File: config.mk
export PLATFORM = sky130hd
export DESIGN_NAME = serial_bank_mapper_with_irq_timer
export DESIGN_NICKNAME = d
export VERILOG_FILES = /design/src/hw/rtl/sbm_pkg.sv /design/src/hw/rtl/sbm_loader.sv /design/src/hw/rtl/sbm_regs.sv /design/src/hw/rtl/serial_bank_mapper_with_irq_timer.sv
export SDC_FILE = /design/constraint.sdc
export NUM_CORES = 1
export LEC_CHECK = 0
export BUFFER_PORTS_ARGS = -buffer_cell sky130_fd_sc_hd__buf_4
export CAP_MARGIN = 20
export CORE_MARGIN = 3
export CORE_UTILIZATION = 50
export CTS_CLUSTER_SIZE = 30
export DETAILED_ROUTE_END_ITERATION = 16
export GPL_TIMING_DRIVEN = 0
export PLACE_DENSITY = 0.68
export SYNTH_ARGS = -nofsm -noshare
export SYNTH_HDL_FRONTEND = slang
export SYNTH_HIERARCHICAL = 1
export SYNTH_SLANG_ARGS = --single-unit
export TNS_END_PERCENT = 20
File: constraint.sdc
create_clock -name aclk -period 5.55 [get_ports aclk]
set_clock_uncertainty 0.15 [all_clocks]
set_input_delay 0.2775 -clock aclk [delete_from_list [all_inputs] [get_ports aclk]]
set_output_delay 0.2775 -clock aclk [all_outputs]
set_load 0.03 [all_outputs]
File: src/hw/rtl/sbm_pkg.sv
// Shared types and constants for the serial bank mapper with IRQ timer.
// Used by sbm_loader, sbm_regs, the top level and the port checker.
`timescale 1ns / 1ps

package sbm_pkg;

    typedef enum logic [1:0] {
        OP_WRITE = 2'd0,
        OP_READ  = 2'd1,
        OP_TICK  = 2'd2,
        OP_NONE  = 2'd3
    } op_t;

    // Serial loader targets, taken from address bits 14:13.
    typedef enum logic [1:0] {
        TGT_CONTROL = 2'd0,
        TGT_BANK    = 2'd1,
        TGT_CHR     = 2'd2,
        TGT_PRG     = 2'd3
    } target_t;

    localparam logic [15:0] ADDR_IRQ_STATUS = 16'h40A2;
    localparam logic [15:0] ADDR_IRQ_LOW    = 16'h40A6;
    localparam logic [15:0] ADDR_IRQ_HIGH   = 16'h40A7;
    localparam logic [15:0] ADDR_IRQ_ENABLE = 16'h40A8;
    localparam logic [15:0] ADDR_READ_ZERO  = 16'h40AC;
    localparam logic [15:0] ADDR_GLYPH_RST  = 16'h40B0;
    localparam logic [15:0] ADDR_MISC       = 16'h40C0;

    localparam logic [4:0] CONTROL_RESET = 5'h1F;
    localparam logic [7:0] MISC_RESET    = 8'hC0;
    localparam logic [7:0] READ_OPEN     = 8'hFF;
    localparam logic [1:0] GUARD_LOAD    = 2'd2;
    localparam int         SHIFT_BITS    = 5;

    // Widths of the stream ports.
    localparam int S_DATA_W = 32;
    localparam int M_DATA_W = 48;
    localparam int M_USER_W = 2;

    // One decoded item, already qualified by the pipeline advance.
    typedef struct packed {
        logic        serial_wr;
        logic        reg_wr;
        logic        reg_rd;
        logic        glyph_rd;
        logic        tick;
        logic [15:0] address;
        logic [7:0]  data;
        logic [7:0]  cycles;
    } cmd_t;

    typedef struct packed {
        logic [4:0] prg_bank_low;
        logic [4:0] prg_bank_high;
        logic [1:0] wram_bank;
        logic [1:0] mirroring;
    } bank_view_t;

    typedef struct packed {
        logic [7:0]  read_data;
        logic        read_handled;
        logic [16:0] kanji_rom_address;
        logic        kanji_address_valid;
        logic        irq_line;
        logic        chr_bank;
    } reg_view_t;

endpackage

File: src/hw/rtl/sbm_loader.sv
// Serial shift loader, reset guard and bank registers with PRG bank mapping.
// Depends on sbm_pkg for cmd_t, bank_view_t and the loader constants.
`timescale 1ns / 1ps

module sbm_loader
    import sbm_pkg::*;
(
    input  logic       aclk,
    input  logic       aresetn,
    input  cmd_t       cmd,
    output bank_view_t banks
);

    logic [4:0] control_reg, control_next;
    logic [4:0] bank_reg, bank_next;
    logic [4:0] prg_reg, prg_next;
    logic [4:0] shift_value_reg, shift_value_next;
    logic [2:0] shift_count_reg, shift_count_next;
    logic [1:0] guard_reg, guard_next;
    logic [4:0] shifted;
    logic       bank_hi;
    logic [3:0] prg_sel;

    always_ff @(posedge aclk) begin
        if (!aresetn) begin
            control_reg     <= CONTROL_RESET;
            bank_reg        <= '0;
            prg_reg         <= '0;
            shift_value_reg <= '0;
            shift_count_reg <= '0;
            guard_reg       <= '0;
        end else begin
            control_reg     <= control_next;
            bank_reg        <= bank_next;
            prg_reg         <= prg_next;
            shift_value_reg <= shift_value_next;
            shift_count_reg <= shift_count_next;
            guard_reg       <= guard_next;
        end
    end

    always_comb begin
        control_next     = control_reg;
        bank_next        = bank_reg;
        prg_next         = prg_reg;
        shift_value_next = shift_value_reg;
        shift_count_next = shift_count_reg;
        guard_next       = guard_reg;
        shifted          = shift_value_reg | (5'(cmd.data[0]) << shift_count_reg);

        if (cmd.serial_wr && (guard_reg == 2'd0)) begin
            if (cmd.data[7]) begin
                control_next     = control_reg | 5'h0C;
                shift_value_next = '0;
                shift_count_next = '0;
                guard_next       = GUARD_LOAD;
            end else if (shift_count_reg == 3'(SHIFT_BITS - 1)) begin
                // Fifth bit: commit to the register picked by the address.
                shift_value_next = '0;
                shift_count_next = '0;
                case (target_t'(cmd.address[14:13]))
                    TGT_CONTROL: control_next = shifted;
                    TGT_BANK:    bank_next    = shifted;
                    TGT_PRG:     prg_next     = shifted;
                    default:     ;
                endcase
            end else begin
                shift_value_next = shifted;
                shift_count_next = shift_count_reg + 3'd1;
            end
        end

        if (cmd.tick) begin
            if (cmd.cycles >= {6'd0, guard_reg}) begin
                guard_next = '0;
            end else begin
                guard_next = guard_reg - cmd.cycles[1:0];
            end
        end
    end

    // Bank outputs reflect the state after this item.
    assign bank_hi = bank_next[4];
    assign prg_sel = prg_next[3:0];

    always_comb begin
        case (control_next[3:2])
            2'd3: begin
                banks.prg_bank_low  = {bank_hi, prg_sel};
                banks.prg_bank_high = {bank_hi, 4'hF};
            end
            2'd2: begin
                banks.prg_bank_low  = {bank_hi, 4'h0};
                banks.prg_bank_high = {bank_hi, prg_sel};
            end
            default: begin
                banks.prg_bank_low  = {bank_hi, prg_sel[3:1], 1'b0};
                banks.prg_bank_high = {bank_hi, prg_sel[3:1], 1'b1};
            end
        endcase
        banks.wram_bank = bank_next[1:0];
        banks.mirroring = control_next[1:0];
    end

endmodule

File: src/hw/rtl/sbm_regs.sv
// IRQ down-counter, status and clear-on-read registers, glyph address generator.
// Depends on sbm_pkg for cmd_t, reg_view_t and the register addresses.
`timescale 1ns / 1ps

module sbm_regs
    import sbm_pkg::*;
(
    input  logic      aclk,
    input  logic      aresetn,
    input  cmd_t      cmd,
    output reg_view_t view
);

    logic [31:0] irq_counter_reg, irq_counter_next;
    logic [7:0]  irq_enable_reg, irq_enable_next;
    logic        irq_pending_reg, irq_pending_next;
    logic [7:0]  misc_status_reg, misc_status_next;
    logic        chr_latch_reg, chr_latch_next;
    logic [4:0]  glyph_reg, glyph_next;
    logic [32:0] diff;
    logic [31:0] sat_value;

    always_ff @(posedge aclk) begin
        if (!aresetn) begin
            irq_counter_reg <= '0;
            irq_enable_reg  <= '0;
            irq_pending_reg <= 1'b0;
            misc_status_reg <= MISC_RESET;
            chr_latch_reg   <= 1'b0;
            glyph_reg       <= '0;
        end else begin
            irq_counter_reg <= irq_counter_next;
            irq_enable_reg  <= irq_enable_next;
            irq_pending_reg <= irq_pending_next;
            misc_status_reg <= misc_status_next;
            chr_latch_reg   <= chr_latch_next;
            glyph_reg       <= glyph_next;
        end
    end

    // Signed subtract one bit wider; a borrow past the sign saturates at the minimum.
    assign diff = {irq_counter_reg[31], irq_counter_reg} - {25'd0, cmd.cycles};
    assign sat_value = (diff[32] != diff[31]) ? 32'h8000_0000 : diff[31:0];

    always_comb begin
        irq_counter_next = irq_counter_reg;
        irq_enable_next  = irq_enable_reg;
        irq_pending_next = irq_pending_reg;
        misc_status_next = misc_status_reg;
        chr_latch_next   = chr_latch_reg;
        glyph_next       = glyph_reg;

        view.read_data           = '0;
        view.read_handled        = 1'b0;
        view.kanji_rom_address   = '0;
        view.kanji_address_valid = 1'b0;

        if (cmd.reg_wr) begin
            case (cmd.address)
                ADDR_IRQ_LOW:    irq_counter_next = {16'd0, irq_counter_reg[15:8], cmd.data};
                ADDR_IRQ_HIGH:   irq_counter_next = {16'd0, cmd.data, irq_counter_reg[7:0]};
                ADDR_IRQ_ENABLE: irq_enable_next = cmd.data;
                ADDR_MISC: begin
                    misc_status_next = cmd.data;
                    chr_latch_next   = cmd.data[3];
                end
                default: ;
            endcase
        end

        if (cmd.reg_rd) begin
            view.read_handled = 1'b1;
            case (cmd.address)
                ADDR_IRQ_STATUS: begin
                    view.read_data   = irq_enable_reg >> 1;
                    irq_pending_next = 1'b0;
                    irq_enable_next  = '0;
                end
                ADDR_READ_ZERO: view.read_data = '0;
                ADDR_GLYPH_RST: begin
                    view.read_data = '0;
                    glyph_next     = '0;
                end
                ADDR_MISC: begin
                    view.read_data   = misc_status_reg;
                    misc_status_next = '0;
                end
                default: view.read_data = READ_OPEN;
            endcase
        end

        if (cmd.glyph_rd) begin
            // Each glyph is 32 bytes, so the position fills the low five bits.
            view.kanji_rom_address   = {cmd.address[11:0], glyph_reg};
            view.kanji_address_valid = 1'b1;
            glyph_next               = glyph_reg + 5'd1;
        end

        if (cmd.tick && (irq_enable_reg != 8'd0)) begin
            irq_counter_next = sat_value;
            if (sat_value[31] || (sat_value == 32'd0)) begin
                irq_pending_next = 1'b1;
            end
        end

        view.irq_line = irq_pending_next;
        view.chr_bank = chr_latch_next;
    end

endmodule

File: src/hw/rtl/serial_bank_mapper_with_irq_timer.sv
// Top level: input register, address decode and result register around
// sbm_loader and sbm_regs. Depends on sbm_pkg.
`timescale 1ns / 1ps

// The block takes one CPU bus item (write, read or tick) per clock while
// the result side is not stalled, and returns one result item for each, in
// order. An accepted item sits in the input register, where the decode and
// all register updates are done as it moves on, and its result is then
// registered in the output register. The input stays open while a result
// waits, as long as the input register is free or moving on. The bank
// fields of each result show the mapper state after that item. No clearing
// pass runs after reset.
module serial_bank_mapper_with_irq_timer
    import sbm_pkg::*;
(
    input  logic                aclk,
    input  logic                aresetn,
    input  logic                s_tvalid,
    output logic                s_tready,
    // address[15:0], write_data[23:16], cycles[31:24]
    input  logic [S_DATA_W-1:0] s_tdata,
    // operation[1:0]
    input  logic [1:0]          s_tuser,
    output logic                m_tvalid,
    input  logic                m_tready,
    // read_data[7:0], kanji_rom_address[24:8], irq_line[25], prg_bank_low[30:26],
    // prg_bank_high[35:31], wram_bank[37:36], chr_bank[38], mirroring[40:39], zeros
    output logic [M_DATA_W-1:0] m_tdata,
    // read_handled[0], kanji_address_valid[1]
    output logic [M_USER_W-1:0] m_tuser
);

    logic                in_valid_reg;
    op_t                 op_reg;
    logic [15:0]         address_reg;
    logic [7:0]          data_reg;
    logic [7:0]          cycles_reg;
    logic                advance;
    cmd_t                cmd;
    bank_view_t          banks;
    reg_view_t           view;
    logic                out_valid_reg;
    logic [M_DATA_W-1:0] out_data_reg;
    logic [M_USER_W-1:0] out_user_reg;

    assign advance  = in_valid_reg && (!out_valid_reg || m_tready);
    assign s_tready = !in_valid_reg || advance;

    always_ff @(posedge aclk) begin
        if (!aresetn) begin
            in_valid_reg <= 1'b0;
        end else if (s_tready) begin
            in_valid_reg <= s_tvalid;
        end
    end

    always_ff @(posedge aclk) begin
        if (s_tvalid && s_tready) begin
            op_reg      <= op_t'(s_tuser);
            address_reg <= s_tdata[15:0];
            data_reg    <= s_tdata[23:16];
            cycles_reg  <= s_tdata[31:24];
        end
    end

    always_comb begin
        cmd.serial_wr = 1'b0;
        cmd.reg_wr    = 1'b0;
        cmd.reg_rd    = 1'b0;
        cmd.glyph_rd  = 1'b0;
        cmd.tick      = 1'b0;
        cmd.address   = address_reg;
        cmd.data      = data_reg;
        cmd.cycles    = cycles_reg;
        if (advance) begin
            case (op_reg)
                OP_WRITE: begin
                    cmd.serial_wr = address_reg[15];
                    cmd.reg_wr    = address_reg inside {[16'h4080:16'h40FF]};
                end
                OP_READ: begin
                    cmd.reg_rd   = address_reg inside {[16'h4080:16'h40FF]};
                    cmd.glyph_rd = address_reg inside {[16'h5000:16'h5FFF]};
                end
                OP_TICK: cmd.tick = 1'b1;
                default: ;
            endcase
        end
    end

    sbm_loader u_loader (
        .aclk    (aclk),
        .aresetn (aresetn),
        .cmd     (cmd),
        .banks   (banks)
    );

    sbm_regs u_regs (
        .aclk    (aclk),
        .aresetn (aresetn),
        .cmd     (cmd),
        .view    (view)
    );

    always_ff @(posedge aclk) begin
        if (!aresetn) begin
            out_valid_reg <= 1'b0;
        end else if (advance) begin
            out_valid_reg <= 1'b1;
        end else if (m_tready) begin
            out_valid_reg <= 1'b0;
        end
    end

    always_ff @(posedge aclk) begin
        if (advance) begin
            out_data_reg <= {7'd0, banks.mirroring, view.chr_bank, banks.wram_bank,
                             banks.prg_bank_high, banks.prg_bank_low, view.irq_line,
                             view.kanji_rom_address, view.read_data};
            out_user_reg <= {view.kanji_address_valid, view.read_handled};
        end
    end

    assign m_tvalid = out_valid_reg;
    assign m_tdata  = out_data_reg;
    assign m_tuser  = out_user_reg;

endmodule

==> key figures <==
Power
  • Sw Share: 21.5%
  • Pint: 2.06 mW
  • Flop pwr share: 47.9%
  • PD cells: 281 nW/um^2
  • Comb power frac: 6.9%
  • Tot Pwr: 2.63 mW
  • Max VDD drop: 0.233 mV
  • P_leak: 3.61 nW
  • Sw power: 0.567 mW
  • Clock power share: 45.2%

Critical path
  • Reg2reg start: cycles_reg[5]$_DFFE_PP_
  • Critical Path AT: 5.14 ns
  • Worst setup EP type: flop
  • Reg2reg setup slack: 0.53 ns
  • Worst R2R End: u_regs/irq_counter_reg[19]$_SDFFE_PN0P_
  • CP max FO: 10
  • Critical Path RT: 5.67 ns
  • Critical path launch point type: flop
  • R2R depth: 18
  • Crit Path Category: reg -> reg

Routing
  • DR vias: 6,366
  • Routed met2 length: 8.98 mm
  • WL final: 19.8 mm
  • WL per Instance: 18.1 um
  • DR vias/cell: 5.81
  • Drt first-iter violations: 518
  • WL met3: 1.27 mm
  • Final ANT Viol Nets: 0
  • Highest metal used: met4
  • Met1 WL: 9.02 mm
  • Drt drc: 0
  • Pre-antenna DRT Iters: 5

Clocking
  • CTS Buf Count: 17
  • Root Driver: clkbuf_16
  • Clock Pin Slew Worst Setup and Hold Paths: 0.06 ns
  • Worst-skew pair later-pin latency: 0.43 ns
  • H-tree depth: 4
  • Clock sinks: 155
  • CTS tree: done
  • Clock Tree Buf Depth: 2

Global routing
  • Tot GR Track Use: 24.5%
  • First-pass GRT wire length: 31.7 mm
  • Grt ovf: 0
  • Initial antenna violation count: 0
  • Largest net degree at the start of global routing: 44
  • Number of global-route vias before repair: 6,129

Logic synthesis
  • Post-Synthesis Cells: 756
  • Yosys Warn Count: 6
  • Most used DFF post-synth: dfxtp_1
  • Post-synth EDFFs: 77
  • Avg Cell Area, Syn: 9.97 um^2
  • Synth cell types: 78
  • Sequential share of the synthesized area: 51.4%
  • Post-synth ARST share: 0%
  • Mapped Area: 7530 um^2
  • Post-synthesis register bit count: 155

Finish
  • P&R area growth vs syn: 24.2%
  • Share of layout cells above drive strength 1: 17.5%
  • Finished Cell Area: 9360 um^2
  • # diodes: 0
  • Max FFs per register: 41
  • Final nets: 953
  • Final Core Density: 63.9%
  • Number of non-filler instances in the completed layout: 1,096
  • Number of fill cells: 1,149

Hold path
  • Hold Path Origin: m_tready
  • Hold path depth: 3
  • Hold endpoint: m_tvalid$_SDFFE_PN0P_
  • Hold Path Class: in -> reg

Floorplan
  • Die X: 129 um
  • Rows: 44
  • Chip height: 129 um
  • Core area: 14,600 um^2
  • Initial Util: 51.5%
  • IO Pins: 90
  • Die Footprint: 16,600 um^2

Placed design
  • DP HPWL: 13.9 mm
  • IO Port Bufs: 82
  • Pre-CTS setup slack: 0.648 ns
  • RePlAce Congestion: 0.935
  • Placed Area: 8400 um^2
  • Placed cells: 1,028

STA
  • Max-slew violation count: 0
  • Fmax: 0.199 GHz
  • Setup WS post-layout: 0.533 ns
  • Final Hold Slack: 0.0445 ns
  • RSZ-0062 raised after global routing: no
  • Fin crit share: 90.4%
  • Min cycle time layout: 5.02 ns
  • Final hold violations: 0
  • Max_slew headroom: 25.3%
  • Worst Tran Pin Value: 1.11 ns
  • Setup Viol. Count Final: 0
  • Setup_tns: 0 ns

Status
  • Status: finished clean

Run
  • Maxcap violations: 0
what timing repair did:
item                                   CTS  global route
hold buffers                            36             0
resized for setup                        0             0
endpoints found under the hold margin   36             0
buffers inserted                         0             0
synthesized netlist by cell type, drive strengths merged, types with 14 or more instances:
library cell,n,area (um^2)
nor2,93,349
dfxtp,78,1560
edfxtp,77,2310
a21oi,55,275
nand2,51,191
nor3,33,186
and2,31,194
o21ai,31,155
inv,30,113
clkbuf,21,82.6
buf,20,141
ha,15,188
nand3,15,75.1
mux2i,14,140
nor4,14,130
routing by layer:
metal	GRT usage, %	vias to the layer above
li1	-	3039
met2	37.6	249
met1	34.0	3036
met5	0	-
met4	9.39	0
met3	5.40	42
cell type report:
class                   instances  area, um^2  area share, %
multi-input cells             534        3340           35.7
plain buffers                  41         224           2.39
flip-flops and latches        155        3870           41.4
clock buffers                  24         452           4.83
well taps                     184         230           2.46
clock inverters                 8         144           1.54
repair buffers                118         976           10.4
inverters                      32         120           1.28
worst max path at each step:
stage                     depth (start not counted)  slack [ns]                     from                                      end
after floorplan                                  18        1.49  cycles_reg[5]$_DFFE_PP_                    m_tdata[25]$_DFFE_PP_
after global placement                           18        0.83  cycles_reg[5]$_DFFE_PP_  u_regs/irq_counter_reg[30]$_SDFFE_PN0P_
after detailed placement                         18        0.65  cycles_reg[5]$_DFFE_PP_  u_regs/irq_counter_reg[19]$_SDFFE_PN0P_
after CTS                                        18        0.60  cycles_reg[5]$_DFFE_PP_  u_regs/irq_counter_reg[19]$_SDFFE_PN0P_
after global routing                             18        0.13  cycles_reg[5]$_DFFE_PP_  u_regs/irq_counter_reg[19]$_SDFFE_PN0P_
final                                            18        0.53  cycles_reg[5]$_DFFE_PP_  u_regs/irq_counter_reg[19]$_SDFFE_PN0P_
cells by family after synthesis:
group           count (synthesis)  share of synthesized area, %
compound gates                179                          15.4
mux                            23                          3.25
simple gates                  296                          21.1
flops                         155                          51.4
buf+inv                        73                          4.57
other cells                     1                        0.0498
fa+ha+maj                      16                          2.76
xor+xnor                       13                          1.51
critical path, stage by stage (launching register included):
cell,delay (ns)
edfxtp_1,0.34
inv_1,0.05
ha_1,0.35
o21a_1,0.21
o21ai_0,0.30
o21bai_2,0.29
nand3_1,0.33
or4_4,0.59
nor3_2,0.15
xnor2_1,0.09
ha_1,0.28
buf_4,0.17
inv_1,0.10
nand2_1,0.14
clkbuf_1,0.44
clkbuf_1,0.49
nor2_1,0.10
o21ai_0,0.20
a21oi_1,0.10
power groups by stage:
stage	sequential, mW	combinational [mW]	clock [mW]
6_report	1.26	0.181	1.19
5_1_grt	1.26	0.195	1.26
4_1_cts	1.26	0.180	1.21
3_5_place_dp	1.28	0.158	0
3_3_place_gp	1.28	0.154	0
2_1_floorplan	1.30	0.0700	0
cell usage in the layout, fill, tap and decap left out, types with 4 or more instances in the layout:
cell type      instances
a211oi_1              12
a21boi_0               8
a21o_1                 5
a21oi_1               55
a22oi_1               11
a31oi_1               11
a41oi_1                5
and2_1                30
buf_4                 97
bufinv_16              4
clkbuf_1              27
clkbuf_16             17
conb_1                 7
dfxtp_1               78
dlygate4sd3_1         36
edfxtp_1              77
ha_1                  15
inv_1                 29
mux2_2                 8
mux2i_1               14
nand2_1               51
nand2b_1               6
nand3_1               15
nor2_1                93
nor2b_1               11
nor3_1                30
nor4_1                10
nor4b_1                6
o211ai_1               6
o21a_1                 5
o21ai_0               30
o22ai_1                7
or3_1                  5
or4_1                  4
xnor2_1                7
xor2_1                 6
Power figures use the tool's default switching activity.
